### config.mk
export PLATFORM = sky130hd
export DESIGN_NAME = fmrt_cell
export DESIGN_NICKNAME = d
export VERILOG_FILES = /design/src/rtl/core/fmrt_pkg.sv /design/src/rtl/core/fmrt_cell.sv
export SDC_FILE = /design/constraint.sdc
export NUM_CORES = 1
export LEC_CHECK = 0
export BUFFER_PORTS_ARGS = -buffer_cell sky130_fd_sc_hd__buf_2
export CORE_ASPECT_RATIO = 1.2
export CORE_MARGIN = 2
export CORE_UTILIZATION = 44
export CTS_CLUSTER_SIZE = 28
export DETAILED_ROUTE_END_ITERATION = 6
export GPL_ROUTABILITY_DRIVEN = 0
export PLACE_DENSITY = 0.81
export SYNTH_ARGS = -nofsm -noshare
export SYNTH_HDL_FRONTEND = slang
export SYNTH_SLANG_ARGS = --single-unit
### constraint.sdc
create_clock -name clk -period 4.88 [get_ports clk]
set_input_delay 0 -clock clk [delete_from_list [all_inputs] [get_ports clk]]
set_output_delay 0 -clock clk [all_outputs]
set_load 0.005 [all_outputs]
### src/rtl/core/fmrt_pkg.sv
// Shared types and constants for the floor match/remove table.
package fmrt_pkg;

  localparam int CAPACITY    = 1024;
  localparam int VALUE_BITS  = 31;
  localparam int GROUP_SIZE  = 32;
  localparam int NUM_GROUPS  = (CAPACITY + GROUP_SIZE - 1) / GROUP_SIZE;
  localparam int PAD_CELLS   = NUM_GROUPS * GROUP_SIZE;
  localparam int IN_DATA_W   = ((VALUE_BITS + 7) / 8) * 8;
  localparam int OUT_DATA_W  = ((VALUE_BITS + 7) / 8) * 8;

  localparam logic       MODE_INSERT = 1'b0;
  localparam logic       MODE_QUERY  = 1'b1;

  localparam logic [1:0] ST_INSERTED = 2'd0;
  localparam logic [1:0] ST_FULL     = 2'd1;
  localparam logic [1:0] ST_MATCH    = 2'd2;
  localparam logic [1:0] ST_NOMATCH  = 2'd3;

  typedef logic [VALUE_BITS-1:0] value_t;

  typedef enum logic [1:0] {
    OP_NONE,
    OP_INSERT,
    OP_REMOVE
  } op_t;

  // what a cell shows its neighbours
  typedef struct packed {
    logic   valid;
    logic   le;
    value_t value;
  } nbr_t;

endpackage

### src/rtl/core/fmrt_cell.sv
// One slot of the sorted chain: compare against the key, shift on insert or removal.
module fmrt_cell (
  input  logic             clk,
  input  logic             rst_n,
  input  fmrt_pkg::op_t    op_i,
  input  fmrt_pkg::value_t key_i,
  input  fmrt_pkg::nbr_t   left_i,
  input  fmrt_pkg::nbr_t   right_i,
  output fmrt_pkg::nbr_t   self_o,
  output fmrt_pkg::value_t mask_o
);

  logic             valid_r;
  logic             valid_nxt;
  fmrt_pkg::value_t value_r;
  fmrt_pkg::value_t value_nxt;
  logic             le;

  assign le = valid_r && (value_r <= key_i);

  assign self_o = '{valid: valid_r, le: le, value: value_r};

  // last cell at or below the key is the floor match
  assign mask_o = (le && !right_i.le) ? value_r : '0;

  always_comb begin
    valid_nxt = valid_r;
    value_nxt = value_r;
    case (op_i)
      fmrt_pkg::OP_INSERT: begin
        if (!le) begin
          if (left_i.le) begin
            valid_nxt = 1'b1;
            value_nxt = key_i;
          end else begin
            valid_nxt = left_i.valid;
            value_nxt = left_i.value;
          end
        end
      end
      fmrt_pkg::OP_REMOVE: begin
        if (!right_i.le) begin
          valid_nxt = right_i.valid;
          value_nxt = right_i.value;
        end
      end
      default: begin
        valid_nxt = valid_r;
        value_nxt = value_r;
      end
    endcase
  end

  always_ff @(posedge clk) begin
    if (!rst_n) begin
      valid_r <= 1'b0;
    end else begin
      valid_r <= valid_nxt;
    end
    value_r <= value_nxt;
  end

endmodule

== After elaboration in Yosys (flattened, before gate mapping) ==
Index checks and enable logic that the tools add are counted.

* $lt $le $gt $ge: 1
* Equality and inequality tests: 4
* Muxes and demuxes: 9
* Reduce and logical (&&, ||, !) cells: 5

{| class="wikitable"
|+ Operators by type and width
! kind !! count
|-
| $mux W31 || 4
|-
| $pmux W31 S2 || 1
|-
| $le A31 B31 Y1 || 1
|-
| $ne A2 B2 Y1 const B || 2
|-
| $mux W1 || 3
|-
| $reduce_and A3 Y1 || 1
|-
| $eq A2 B1 Y1 const B || 1
|-
| $eq A2 B2 Y1 const B || 1
|-
| $logic_and A1 B1 Y1 || 2
|-
| $pmux W1 S2 || 1
|-
| $reduce_bool A2 Y1 || 1
|-
| $logic_not A1 Y1 || 1
|}

* Bits in registers: 32
* Input port bits: 101
* Output and inout bits: 64
* Logic and storage cells: 21

== Logic depth before layout (Yosys ltp) ==
* Depth after elaboration: 4
* Depth in mapped cells: 9
* Depth with buffers taken out: 8

== Worst setup path before layout ==
No wires, ideal clock.

* Path type: reg2reg
* Start: register value_r[29]
* End: register value_r[0], enable pin
* Library setup time: 0.428 ns
* Arrival: 3.201 ns
* Required time: 4.452 ns
* Setup slack: 1.251 ns
* Cell stages (with the launch flop): 8
* Buffers on the path: 0
* Period minus slack after synthesis: 3.629 ns
* Cells stage by stage: edfxtp_1 -> ha_1 -> nand4_1 -> nor4_2 -> nand2b_1 -> a31oi_2 -> nor3b_2 -> o2bb2ai_1

* Longest elaborated chain between the ends: 4

{| class="wikitable"
|+ RTL lines
! item !! RTL line !! text
|-
| from (decl) || fmrt_cell.sv:15 || <nowiki>fmrt_pkg::value_t value_r;</nowiki>
|-
| from (signal assigned) || fmrt_cell.sv:60 || <nowiki>value_r <= value_nxt;</nowiki>
|-
| $le A31 B31 Y1 || fmrt_cell.sv:19 || <nowiki>assign le = valid_r && (value_r <= key_i);</nowiki>
|-
| $logic_and A1 B1 Y1 || fmrt_cell.sv:19 ||
|-
| via le || fmrt_cell.sv:17 || <nowiki>logic le;</nowiki>
|-
| $ne A2 B2 Y1 (no line) || - ||
|-
| $reduce_and A3 Y1 (no line) || - ||
|}

The timed path passes the listed nets, and every way through them passes these cells.
A chain may end at the register's enable or synchronous reset.

== Worst setup path in the final report ==
* Start: register value_r[29]
* End: output mask_o[30]

* Longest elaborated chain between the ends: 4

{| class="wikitable"
|+ RTL lines
! item !! RTL line !! text
|-
| $le A31 B31 Y1 || fmrt_cell.sv:19 ||
|-
| $logic_and A1 B1 Y1 || fmrt_cell.sv:19 ||
|-
| $logic_and A1 B1 Y1 || fmrt_cell.sv:24 || <nowiki>assign mask_o = (le && !right_i.le) ? value_r : '0;</nowiki>
|-
| $mux W31 || fmrt_cell.sv:24 ||
|-
| to (decl) || fmrt_cell.sv:10 || <nowiki>output fmrt_pkg::value_t mask_o</nowiki>
|}

No other way between the ends.

==> flow_summary.ini <==
[clock_network]
cts_hold_buf = 7
clk_latency_ps = 280
postCtsSetupBuffers = 0
cts.sinks = 32
ctsResizeCount = 0
htreeDepth = 2
root_buffer = clkbuf_8
cts_tree = yes
cts_max_path_buffers = 2
numCtsBuffers = 5
clkTransAtPathRegs_ps = 70

[sta]
hold_viol = 0
fin_crit_sh_pct = 62.3
max-slew-margin-rel_pct = 26.7
setup_violations = 0
tns_ps = 0
tightest_slew_ps = 1100
rsz0062_at_grt = false
timing.fmax_mhz = 329
period_minus_slack_ps = 3040
skew_ps = 5.27
drv_slew = 0

[synthesis]
synth_fp_nets = 429
yosysMostFrequentCell = nand2_1
seq_area_frac_synth_pct = 34.8
postSynthAreaPerCell_um2 = 9.20
synth_common_cells = nand2_1 (39), o21ai_0 (36)
synthCells = 297
synth-seq-cells = 32
syn_area_um2 = 2730
async_flop_share_pct = 0
yosys_warnings = 0
synth_top_area_cell = edfxtp_1
synth_edf_count = 31
synth.area.top_cells = edfxtp_1 (34%), ha_1 (14%), mux2i_1 (11%)
ys_types = 36
synthFlopType = edfxtp_1
synth_top_area_share_pct = 34.1

[floorplan]
io-pin-count = 165
dieArea_um2 = 6860
die_width_um = 76.0
core_area_um2 = 6010
initial_utilization_pct = 45.5
die_height_um = 90.3
rows = 31

[power]
power_leakage_nw = 1.97
ir_drop_mv = 0.171
power_per_cell_area_nw_per_um2 = 219

[finish]
final_area_um2 = 3780
area_delta_synth_final_pct = 38.2
diodes = 0
drive_gt1_share_pct = 39.3
final_nets = 592

[critical_path]
path_class = flip-flop to output port
cpPeakStageDelay_ps = 630
crit_path_max_fanout = 18
crit_chain = ha_1 -> nand4_1 -> nor2_1 -> a221oi_1 -> a22oi_2 -> nor4b_4 -> buf_4 -> and2_1 -> buf_2
cp-start-kind = flip-flop
slowest_stage = nor4b_4
critPathArrivalTime_ps = 3040
cp-end-kind = output port
cp.required_ps = 4880

[grt]
grt_pass1_wl_mm = 12.3
grt_pass1_vias = 2706
grt_max_degree = 63
grt_use_total_pct = 21.8
grt_antenna_before_repair = 0
gr-total-overflow = 0

[placement]
placed_cell_area_um2 = 3600
port_buffers = 164
hpwlAfterDp_mm = 6.02

[route]
num_vias = 2692
wl_mm = 7.58
vias_per_cell = 4.96
wl_per_cell_um = 14.0
initialDrtViolationCount = 74
ant_nets = 0
drcViolationCount = 0
first_pass_iters = 4

[status]
status = finished clean

[flow_run]
maxCapViolations = 0

[min_path]
hp-class = input pin to flip-flop
==> power breakdown <==
part	internal [mW]	switching [mW]
combinational	0.113	0.118
clock	0.149	0.0981
sequential	0.333	0.0163
==> path summary, 6_finish.rpt <==
kind,from,end,slack (ps),cells after the start
setup / recovery,value_r[29],mask_o[30],1840,9
hold / removal,right_i[21],value_r[21],2,3
setup reg to reg,value_r[29],value_r[18],1920,7
hold reg to reg,valid_r,valid_r,790,2
==> sequential cells by signal, summed over array words and instances, names as in the netlist <==
signal   count
valid_r      1
value_r     31
==> cells by family after synthesis <==
logic type / count (synthesis) / synth area share (%)
flops: 32 / 34.8
buf+inv: 47 / 7.55
compound gates: 61 / 12.6
fa+ha+maj: 31 / 14.2
simple gates: 94 / 19.1
mux: 32 / 11.8
==> cell usage in the layout, fill, tap and decap left out, types with 6 or more instances in the layout <==
cell type | netlist | routed
nand2_1 | 39 | 39
buf_2 | 0 | 164
nand4_1 | 6 | 6
ha_1 | 31 | 31
edfxtp_1 | 31 | 31
mux2i_1 | 31 | 31
dlygate4sd3_1 | 0 | 7
o21ai_0 | 36 | 36
and2_1 | 30 | 30
a21oi_1 | 13 | 13
inv_1 | 31 | 31
==> worst max-delay path: cells and delay by family (launching register included) <==
family / cells / cell delay [ps]
and+or+nand+nor: 4 / 1040
adders and majority gates: 1 / 320
DFF: 1 / 410
buffers and inverters: 2 / 440
AOI/OAI and AO/OA: 2 / 550
==> layer usage <==
layer | track usage [%] | share of wire (%) | vias up
met2 | 44.6 | 56 | 88
met4 | 5.15 | 0.92 | 0
met3 | 3.90 | 5.4 | 7
met5 | 0 | 0 | -
li1 | - | - | 1370
met1 | 22.6 | 37 | 1227
==> metrics by stage <==
stage / setup WS [ps] / std cells / util, % / hold slack [ps] / total power, mW
after floorplan: 1250 / 297 / - / 33.0 / 0.479
after global placement: 2010 / 528 / 59.9 / 228 / 0.573
after detailed placement: 1890 / 528 / 59.9 / 230 / 0.585
after CTS: 1780 / 543 / 62.8 / 0.0271 / 0.835
after global routing: 1600 / 543 / 62.8 / 6.65 / 0.878
final: 1840 / 543 / 62.8 / 2.29 / 0.828
==> cell type report <==
type	count	area, µm²
flip-flops and latches	32	951
clock buffers	5	68.8
clock inverters	3	37.5
well taps	82	103
multi-input cells	218	1600
fillers	507	2230
repair buffers	172	898
inverters	31	116
(Power assumes the default switching activity.)
