<file path="src/rtl/core/fmrt_pkg.sv">
// Shared types and constants for the floor match/remove table.
package fmrt_pkg;

  localparam int CAPACITY    = 1024;
  localparam int VALUE_BITS  = 31;
  localparam int GROUP_SIZE  = 32;
  localparam int NUM_GROUPS  = (CAPACITY + GROUP_SIZE - 1) / GROUP_SIZE;
  localparam int PAD_CELLS   = NUM_GROUPS * GROUP_SIZE;
  localparam int IN_DATA_W   = ((VALUE_BITS + 7) / 8) * 8;
  localparam int OUT_DATA_W  = ((VALUE_BITS + 7) / 8) * 8;

  localparam logic       MODE_INSERT = 1'b0;
  localparam logic       MODE_QUERY  = 1'b1;

  localparam logic [1:0] ST_INSERTED = 2'd0;
  localparam logic [1:0] ST_FULL     = 2'd1;
  localparam logic [1:0] ST_MATCH    = 2'd2;
  localparam logic [1:0] ST_NOMATCH  = 2'd3;

  typedef logic [VALUE_BITS-1:0] value_t;

  typedef enum logic [1:0] {
    OP_NONE,
    OP_INSERT,
    OP_REMOVE
  } op_t;

  // what a cell shows its neighbours
  typedef struct packed {
    logic   valid;
    logic   le;
    value_t value;
  } nbr_t;

endpackage

</file>
<file path="src/rtl/core/fmrt_group.sv">
// First level of the match tree: registered OR over one group of cell masks.
module fmrt_group (
  input  logic             clk,
  input  logic             en_i,
  input  fmrt_pkg::value_t mask_i [fmrt_pkg::GROUP_SIZE],
  output fmrt_pkg::value_t or_o
);

  fmrt_pkg::value_t or_r;
  fmrt_pkg::value_t or_nxt;

  always_comb begin
    or_nxt = '0;
    for (int i = 0; i < fmrt_pkg::GROUP_SIZE; i++) begin
      or_nxt = or_nxt | mask_i[i];
    end
  end

  always_ff @(posedge clk) begin
    if (en_i) begin
      or_r <= or_nxt;
    end
  end

  assign or_o = or_r;

endmodule

</file>
<file path="config.mk">
export PLATFORM = sky130hd
export DESIGN_NAME = fmrt_group
export DESIGN_NICKNAME = d
export VERILOG_FILES = /design/src/rtl/core/fmrt_pkg.sv /design/src/rtl/core/fmrt_group.sv
export SDC_FILE = /design/constraint.sdc
export NUM_CORES = 1
export LEC_CHECK = 0
export BUFFER_PORTS_ARGS = -buffer_cell sky130_fd_sc_hd__buf_2
export CORE_AREA = 2 2 394 396
export CTS_CLUSTER_SIZE = 24
export DETAILED_ROUTE_END_ITERATION = 16
export DIE_AREA = 0 0 396 398
export GPL_ROUTABILITY_DRIVEN = 0
export PLACE_DENSITY_LB_ADDON = 0.25
export SLEW_MARGIN = 20
export SYNTH_ARGS = -nofsm -noshare
export SYNTH_HDL_FRONTEND = slang
export SYNTH_SLANG_ARGS = --single-unit
export TNS_END_PERCENT = 30
</file>
<file path="constraint.sdc">
create_clock -name clk -period 1 [get_ports clk]
set_input_delay 0.05 -clock clk [delete_from_list [all_inputs] [get_ports clk]]
set_output_delay 0.05 -clock clk [all_outputs]
set_load 0.01 [all_outputs]
</file>
# Word level (Yosys, flattened, before mapping)
# Cells that the tools add are included.
# classes
bitwise_logic	31
# ops
op	count
bitwise OR 31 bit	31
# word_totals
register_bits	31
inputBits	994
output_inout_bits	31
word_cells	32

# Logic depth before layout (Yosys ltp)
# Gate-level depths: netlist (run 1).
# logic_depth
word_depth	31
ltp_mapped	3
ltp_nobuf	3

# Worst setup path before layout (run 1)
# No wires, ideal clock.
# synth_timing
path_type	input to register
from	in mask_i[186] (netlist bit)
to	reg or_r[0], in the netlist or_o[0], data pin
setup_ps	259
t_arrival_ps	611
path_slack_ps	130
cell_stages	3
path_cell_list	nor4_1 > nand4_1 > or2_1
# synth_between
elab_chain_len	7
# synth_lines
item	line_no	text
start, declared	fmrt_group.sv:5	input fmrt_pkg::value_t mask_i [fmrt_pkg::GROUP_SIZE],
bitwise OR 31 bit (7 in series)	fmrt_group.sv:15	or_nxt = or_nxt | mask_i[i];
net or_nxt[0]	fmrt_group.sv:10	fmrt_pkg::value_t or_nxt;
end signal, assigned	fmrt_group.sv:21	or_r <= or_nxt;
end, declared	fmrt_group.sv:9	fmrt_pkg::value_t or_r;
# The timed path passes the listed nets, and every way through them passes these cells.
# A chain may end at the register's enable or synchronous reset.

# Worst setup path after layout (run 1)
# layout_timing
from	in mask_i[250] (netlist bit)
to	reg or_r[2], in the netlist or_o[2], data pin
# layout_between
elab_chain_len	9
# layout_lines
item	line_no
bitwise OR 31 bit (9 in series)	fmrt_group.sv:15
net or_nxt[2]	fmrt_group.sv:10
# The timed path passes the listed nets, and every way through them passes these cells.

==> results.json, run 1 <==
{
  "seq_power_share": 0.221,
  "grt_setup_unrepaired": "yes",
  "netlist_instances": 372,
  "synth-seq-cells": 31,
  "via_per_inst": 2.614,
  "clk_pin_slew_ps": 90,
  "ys.flop_type": "edfxtp_1",
  "grt_overflow": 0,
  "timing.final.ws_setup_ps": -383.5,
  "grt_start_max_net_pins": 18,
  "finalCriticalPeriod_ps": 1384,
  "post-cts-setup-buffer-count": 0,
  "io_pins": 1025,
  "coreArea_sq_um": 153300,
  "hp-class": "in2reg",
  "yosysUniqueCellTypes": 5,
  "place_ws_ps": -1102,
  "power_frac_clock": 0.319,
  "fin_crit_sh": 1.384,
  "p_leak_nw": 5.119,
  "first_pass_iters": 4,
  "root_buffer": "clkbuf_16",
  "crit_path_end_kind": "flip-flop",
  "crit_buf_inv": 2,
  "maxSlewHeadroom": 0.5408,
  "fmax_mhz": 722.8,
  "cap_violations": 0,
  "seq_area_frac_synth": 0.2857,
  "avgSynthCellArea_sq_um": 8.758,
  "start_util": 0.02125,
  "netlist.area_leader.share": 0.4167,
  "p_sw_w": 0.002469,
  "fillers": 18050,
  "cp_slowest_cell": "nand4_1",
  "synth.most_common_cell": "nor4_1",
  "ys_top_cells_by_count": "nor4_1, nand4_1, edfxtp_1, nor4_2, or2_1",
  "drtIter0Drc": 625,
  "holdWs_ps": 51.32,
  "sw_frac_of_total": 0.3578,
  "syn_to_final_growth_pct": 288.1,
  "nets": 2472,
  "synthTopCellsByArea": "nor4_1, edfxtp_1, nand4_1",
  "die_h_um": 398,
  "ant_nets": 0,
  "io_buffers": 1024,
  "path_cells": "buf_6 -> nor4_4 -> buf_4 -> nand4_1 -> or2_1",
  "status": "finished with violations",
  "die_w_um": 396,
  "routed-via-count": 9311,
  "grt_pass1_vias": 9099,
  "drt_wl_total_um": 75590,
  "finalSetupViolations": 14,
  "intPower_w": 0.004430,
  "num_rows": 144,
  "critical_path.max_fanout": 1,
  "worstMarginPinSlew_ps": 683.1,
  "synthesis.nets": 1366,
  "dp_hpwl_um": 70910,
  "cts_sinks": 31,
  "cp-start-kind": "input port",
  "synth_top_cell_by_area": "nor4_1",
  "critical_path_class": "in2reg",
  "peakVddDrop_uv": 685.1,
  "p_comb_frac": 0.460,
  "wl_per_cell_um": 21.22,
  "cts-hold-fix-buffers": 0,
  "die_area_sq_um": 157600,
  "crit_path_max_incr_delay_ps": 420,
  "required_ps": 1100,
  "violations": "setup timing",
  "cpLargestDelayFamily": "simple AND/OR/NAND/NOR gates",
  "cts_buffers": 5,
  "synth_edf_count": 31,
  "tritoncts": "built",
  "grt_pass1_wl_um": 90450,
  "drc": 0,
  "largest_register_ffs": 31,
  "syn_area_sq_um": 3258,
  "clockBufferDepth": 2,
  "drive_gt1_frac": 0.8114,
  "powerDensity_nw_per_um2": 545.6,
  "cts.htree.levels": 2,
  "track_usage": 0.08957,
  "finalHoldViolCount": 0,
  "synth_async_sr_flop_share": 0,
  "antenna_found_initial": 110,
  "cp_data_arrival_time_ps": 1480,
  "ys_warn_count": 0,
  "finalMaxSlewViolations": 0
}
[final timing paths]
check                       start                  to  slack [ps]  depth (start not counted)
worst max-delay path  mask_i[250]   or_o[2]$_DFFE_PP_        -380                          5
worst min-delay path  mask_i[821]  or_o[15]$_DFFE_PP_          50                          4
[through the flow]
step	setup TNS [ps]	cell area [sq um]	util	std cells	total power (W)
floorplan	0	3258	-	372	0.001771
global placement	-14590	11630	0.07585	3521	0.004463
detailed placement	-14300	11640	0.07593	3521	0.004455
CTS	-1869	12280	0.08007	3523	0.007099
global route	-2154	12580	0.08203	3535	0.007351
finish	-895.8	12640	0.08247	3562	0.006899
[worst min-delay path, cell delays in order]
cell	delay, ps
buf_2	70
nor4_1	40
nand4_1	50
or2_1	90
[logic make-up after synthesis]
group         Yosys count  share of synthesized area
simple gates          341                     0.7143
flops                  31                     0.2857
[area by class of cell]
| class | instances | area (sq um) | area share |
|---|---|---|---|
| Timing Repair Buffer | 1099 | 5963 | 0.4716 |
| Multi-Input combinational cell | 341 | 2932 | 0.2318 |
| Tap cell | 2044 | 2557 | 0.2023 |
| Sequential cell | 31 | 930.9 | 0.07362 |
| Clock buffer | 5 | 125.1 | 0.009895 |
| Antenna cell | 39 | 97.59 | 0.007718 |
| Clock inverter | 3 | 38.79 | 0.003067 |
[metal layers]
layer	vias to the layer above	share of wire	track usage
met5	-	0.0060	0
met4	56	0.038	0.02431
met3	227	0.11	0.04189
met2	749	0.46	0.1479
met1	4247	0.39	0.1033
li1	4032	-	-
[what timing repair did]
| action | CTS | global route |
|---|---|---|
| gates cloned | 0 | 0 |
| gates resized for setup | 90 | 42 |
| endpoints found under the setup margin | 33 | 37 |
| pin swaps | 24 | 17 |
[cells in the final DEF, fill, tap and decap left out]
master / n
buf_2: 995
nor4_1: 154
nor4_2: 70
buf_4: 65
nand4_1: 62
diode_2: 39
buf_6: 32
or2_1: 31
edfxtp_1: 31
nor4_4: 24
buf_12: 6
clkbuf_16: 5
bufinv_16: 1
clkinv_2: 1
clkinv_1: 1
buf_8: 1
[power by group through the flow]
stage | combinational (W) | clock, W | sequential (W)
floorplan | 0.000198 | 0 | 0.00157
global placement | 0.00291 | 0 | 0.00155
detailed placement | 0.00291 | 0 | 0.00155
CTS | 0.00310 | 0.00247 | 0.00153
global route | 0.00339 | 0.00243 | 0.00153
finish | 0.00317 | 0.00220 | 0.00152
Power figures use the tool's default switching activity.
==> run 2, diff against run 1 <==
==> constraint.sdc (replaced) <==
create_clock -name clk -period 1 [get_ports clk]
set_input_delay 0.05 -clock clk [delete_from_list [all_inputs] [get_ports clk]]
set_output_delay 0.05 -clock clk [all_outputs]
set_load 0.005 [all_outputs]
==> results.json, run 2 (synthesis results as in run 1) <==
{
  "grt_pass1_vias": 9089,
  "cp_data_arrival_time_ps": 1520,
  "finalSetupViolations": 15,
  "crit_path_end_kind": "flip-flop",
  "final_cell_mix": "buf_2, nor4_1, nor4_2",
  "syn_to_final_growth_pct": 288.3,
  "drc": 0,
  "drive_gt1_frac": 0.8133,
  "largest_register_ffs": 31,
  "fmax_mhz": 703.9,
  "cts.htree.levels": 2,
  "peakVddDrop_uv": 683.7,
  "finalCriticalPeriod_ps": 1421,
  "grt_pass1_wl_um": 90580,
  "drtIter0Drc": 640,
  "cap_violations": 0,
  "via_per_inst": 2.610,
  "dp_hpwl_um": 70910,
  "die_h_um": 398,
  "finalMaxSlewViolations": 0,
  "final_area_sq_um": 12650,
  "io_pins": 1025,
  "num_rows": 144,
  "status": "finished with violations",
  "nets": 2471,
  "critical_path.max_fanout": 1,
  "hp-class": "in2reg",
  "place_ws_ps": -1102,
  "post-route-util": 0.08252,
  "finalHoldViolCount": 0,
  "layout_commonest_cell": "buf_2",
  "tritoncts": "built",
  "track_usage": 0.08962,
  "critical_path_class": "in2reg",
  "grt_setup_unrepaired": "yes",
  "powerDensity_nw_per_um2": 544.1,
  "routed-via-count": 9281,
  "root_buffer": "clkbuf_16",
  "maxSlewHeadroom": 0.5404,
  "grt_overflow": 0,
  "cts-hold-fix-buffers": 0,
  "fillers": 18040,
  "io_buffers": 1024,
  "cp-start-kind": "input port",
  "wl_per_cell_um": 21.28,
  "die_w_um": 396,
  "holdWs_ps": 49.89,
  "cts_buffers": 5,
  "grt_start_max_net_pins": 18,
  "p_leak_nw": 5.117,
  "violations": "setup timing",
  "setup_tns_ps": -879.0,
  "postPlaceCellArea_sq_um": 11640,
  "clockBufferDepth": 2,
  "required_ps": 1100,
  "worstMarginPinSlew_ps": 683.8,
  "start_util": 0.02125,
  "coreArea_sq_um": 153300,
  "cts_sinks": 31,
  "fin_crit_sh": 1.421,
  "clk_pin_slew_ps": 90,
  "first_pass_iters": 5,
  "die_area_sq_um": 157600,
  "antenna_found_initial": 111,
  "drt_wl_total_um": 75670,
  "ant_nets": 0,
  "timing.final.ws_setup_ps": -420.7
}
==> run 2: cell count changes in the layout (fill, tap and decap cells not counted) <==
cell	delta
buf_4	-2
buf_6	+2
buf_8	-1
diode_2	-5
nor4_1	-3
nor4_2	+2
nor4_4	+1
==> run 2: power by group <==
group | total [W] | leakage [nW] | internal, W | switching, W
Clock | 0.00221 | 0.0814 | 0.00118 | 0.00103
Combinational | 0.00315 | 4.72 | 0.00177 | 0.00139
Sequential | 0.00152 | 0.313 | 0.00149 | 0.0000348
==> run 2: stage by stage <==
step | power, W | cells
after floorplan | 0.001743 | 372
after global placement | 0.004438 | 3521
after detailed placement | 0.004429 | 3521
after CTS | 0.007074 | 3522
after global routing | 0.007334 | 3534
final | 0.006884 | 3556
==> run 2: critical path, cell delays in order <==
cell and delay [ps]:
buf_6 100, nor4_4 320, buf_4 180, nand4_1 450, or2_1 410
==> run 2: what timing repair did <==
item,in CTS,in global routing
resized for setup,89,47
pin swaps,27,21
setup buffers,0,0
setup endpoints to repair,32,36
cloned,0,0
==> run 2: final cells by class <==
class | instances | area (sq um) | area share
Antenna cell | 34 | 85.08 | 0.006725
Clock buffer | 5 | 125.1 | 0.009889
Clock inverter | 3 | 38.79 | 0.003066
Multi-Input combinational cell | 341 | 2959 | 0.2339
Sequential cell | 31 | 930.9 | 0.07358
Tap cell | 2044 | 2557 | 0.2021
Timing Repair Buffer | 1098 | 5956 | 0.4707
==> run 2: final timing paths <==
kind	startpoint	end	slack, ps	depth (start not counted)
min	mask_i[821]	or_o[15]$_DFFE_PP_	50	4
max	mask_i[250]	or_o[2]$_DFFE_PP_	-420	5
==> run 2: metal layers <==
layer | up-vias | global-route usage | part of all wire
met3 | 225 | 0.04246 | 0.11
met5 | - | 0 | 0.0054
li1 | 4023 | - | -
met4 | 58 | 0.02383 | 0.035
met2 | 725 | 0.1482 | 0.46
met1 | 4250 | 0.1030 | 0.39
==> run 3, diff against run 2 <==
- ABC_AREA: default -> 1
- CORE_AREA: 2 2 394 396 -> 2 2 405 407
- DIE_AREA: 0 0 396 398 -> 0 0 407 409
==> results.json, run 3 <==
{
  "sw_frac_of_total": 0.3821,
  "cap_violations": 0,
  "via_per_inst": 2.476,
  "regArea_sq_um": 930.9,
  "postPlaceCellArea_sq_um": 14810,
  "tritoncts": "built",
  "dp_hpwl_um": 65700,
  "powerDensity_nw_per_um2": 469.3,
  "first_pass_iters": 5,
  "finalSetupViolations": 4,
  "finalHoldViolCount": 0,
  "num_rows": 148,
  "cts_buffers": 5,
  "clockBufferDepth": 2,
  "seq_power_share": 0.216,
  "hp-start": "mask_i[603]",
  "violations": "setup timing",
  "place_ws_ps": -763.8,
  "holdWs_ps": 81.63,
  "drtIter0Drc": 488,
  "post-cts-setup-buffer-count": 0,
  "io_buffers": 1024,
  "hold_path_end": "or_o[14]$_DFFE_PP_",
  "ys_top_cells_by_count": "inv_1, nor2_1, nand2_1",
  "finalCriticalPeriod_ps": 1114,
  "grt_pass1_vias": 11780,
  "cpLargestDelayFamily": "flip-flops",
  "largest_register_ffs": 31,
  "die_area_sq_um": 166500,
  "cts_sinks": 31,
  "seq_area_frac_synth": 0.1437,
  "fmax_mhz": 897.3,
  "finalMaxSlewViolations": 0,
  "final_area_sq_um": 15060,
  "coreArea_sq_um": 162000,
  "synth_edf_count": 31,
  "fin_crit_sh": 1.114,
  "maxSlewHeadroom": 0.6820,
  "drt_wl_total_um": 68830,
  "whs_path_depth": 5,
  "wl_per_cell_um": 14.66,
  "synth_async_sr_flop_share": 0,
  "drc": 0,
  "drive_gt1_frac": 0.4507,
  "synthTopCellsByArea": "inv_1, nor2_1, nand2_1",
  "p_comb_frac": 0.517,
  "cp-start-kind": "flip-flop",
  "ys.flop_type": "edfxtp_1",
  "crit_path_max_incr_delay_ps": 530,
  "p_total_w": 0.007070,
  "avgSynthCellArea_sq_um": 4.542,
  "p_leak_nw": 8.775,
  "critical_path_class": "reg2out",
  "grt_setup_unrepaired": "yes",
  "netlist_instances": 1426,
  "start_util": 0.03998,
  "yosysUniqueCellTypes": 7,
  "synth-seq-cells": 31,
  "final_cell_mix": "buf_2, inv_1, nor2_1",
  "antenna_found_initial": 43,
  "cts-hold-fix-buffers": 0,
  "critical_path.max_fanout": 1,
  "status": "finished with violations",
  "intPower_w": 0.004368,
  "ant_nets": 0,
  "worstMarginPinSlew_ps": 475.6,
  "multi_input_area_sq_um": 3737,
  "cp_data_arrival_time_ps": 1060,
  "io_pins": 1025,
  "path_cells": "buf_2",
  "timing.final.ws_setup_ps": -114.4,
  "crit_path_end_kind": "output pin",
  "track_usage": 0.07839,
  "routed-via-count": 11630,
  "nets": 3507,
  "power_frac_clock": 0.268,
  "netlist.area_leader.share": 0.2874,
  "grt_pass1_wl_um": 87400,
  "synth.most_common_cell": "inv_1",
  "crit_buf_inv": 1,
  "cts.htree.levels": 2,
  "required_ps": 950,
  "synthesis.nets": 2420,
  "p_sw_w": 0.002702,
  "die_h_um": 409,
  "ys_warn_count": 0,
  "grt_overflow": 0,
  "cp_slowest_cell": "edfxtp_1",
  "clk_pin_slew_ps": 80,
  "hp-class": "in2reg",
  "root_buffer": "clkbuf_16",
  "syn_area_sq_um": 6477,
  "layout_commonest_cell": "buf_2",
  "grt_start_max_net_pins": 17,
  "peakVddDrop_uv": 522.9,
  "fillers": 19440,
  "synth_top_cell_by_area": "inv_1",
  "die_w_um": 407,
  "syn_to_final_growth_pct": 132.6
}
==> run 3: logic make-up (layout without fill, tap and decap cells) <==
| kind of cell | count (synthesis) | in the layout | share of synthesized area |
|---|---|---|---|
| DFF | 31 | 31 | 0.1437 |
| buffers and inverters | 496 | 1584 | 0.2874 |
| other | 0 | 7 | 0 |
| and+or+nand+nor | 899 | 899 | 0.5689 |
==> run 3: routing by layer <==
| layer | track usage | up-vias | share of wire | wire length, um |
|---|---|---|---|---|
| met3 | 0.01694 | 75 | 0.067 | 4594 |
| li1 | - | 6060 | - | - |
| met4 | 0.01660 | 12 | 0.018 | 1251 |
| met1 | 0.09474 | 4906 | 0.42 | 28920 |
| met5 | 0 | - | 0.0011 | 76 |
| met2 | 0.1404 | 575 | 0.49 | 33990 |
==> run 3: layout make-up <==
cell class,count,area share
Antenna cell,7,0.001163
Clock buffer,6,0.008555
Clock inverter,2,0.0008306
Inverter,496,0.1236
Multi-Input combinational cell,899,0.2481
Sequential cell,31,0.06179
Tap cell,2175,0.1806
Timing Repair Buffer,1080,0.3753
==> run 3: power groups by stage <==
stage / sequential (W) / combinational [W] / clock (W)
after CTS: 0.00153 / 0.00373 / 0.00216
after global routing: 0.00153 / 0.00408 / 0.00215
after floorplan: 0.00154 / 0.000906 / 0
final: 0.00152 / 0.00365 / 0.00189
after detailed placement: 0.00155 / 0.00367 / 0
after global placement: 0.00155 / 0.00366 / 0
==> run 3: timing repair <==
action,CTS,global route
pin swaps,8,3
setup endpoints to repair,17,15
gates cloned,0,0
gates resized for setup,29,2
==> run 3: worst max path at each step <==
| stage | slack, ps | end | depth (start not counted) | startpoint |
|---|---|---|---|---|
| after CTS | -150 | or_o[21] | 1 | or_o[21]$_DFFE_PP_ |
| after detailed placement | -760 | or_o[25]$_DFFE_PP_ | 7 | mask_i[335] |
| final | -110 | or_o[21] | 1 | or_o[21]$_DFFE_PP_ |
| after floorplan | 350 | or_o[0]$_DFFE_PP_ | 5 | mask_i[899] |
| after global placement | -760 | or_o[25]$_DFFE_PP_ | 7 | mask_i[335] |
| after global routing | -150 | or_o[21] | 1 | or_o[21]$_DFFE_PP_ |
==> run 3: stage by stage <==
stage | setup TNS [ps] | cells | utilization
floorplan | 0 | 1426 | -
global placement | -6815 | 4683 | 0.09141
detailed placement | -6804 | 4683 | 0.09141
CTS | -743.8 | 4691 | 0.09300
global route | -585.3 | 4691 | 0.09290
finish | -174.2 | 4696 | 0.09297
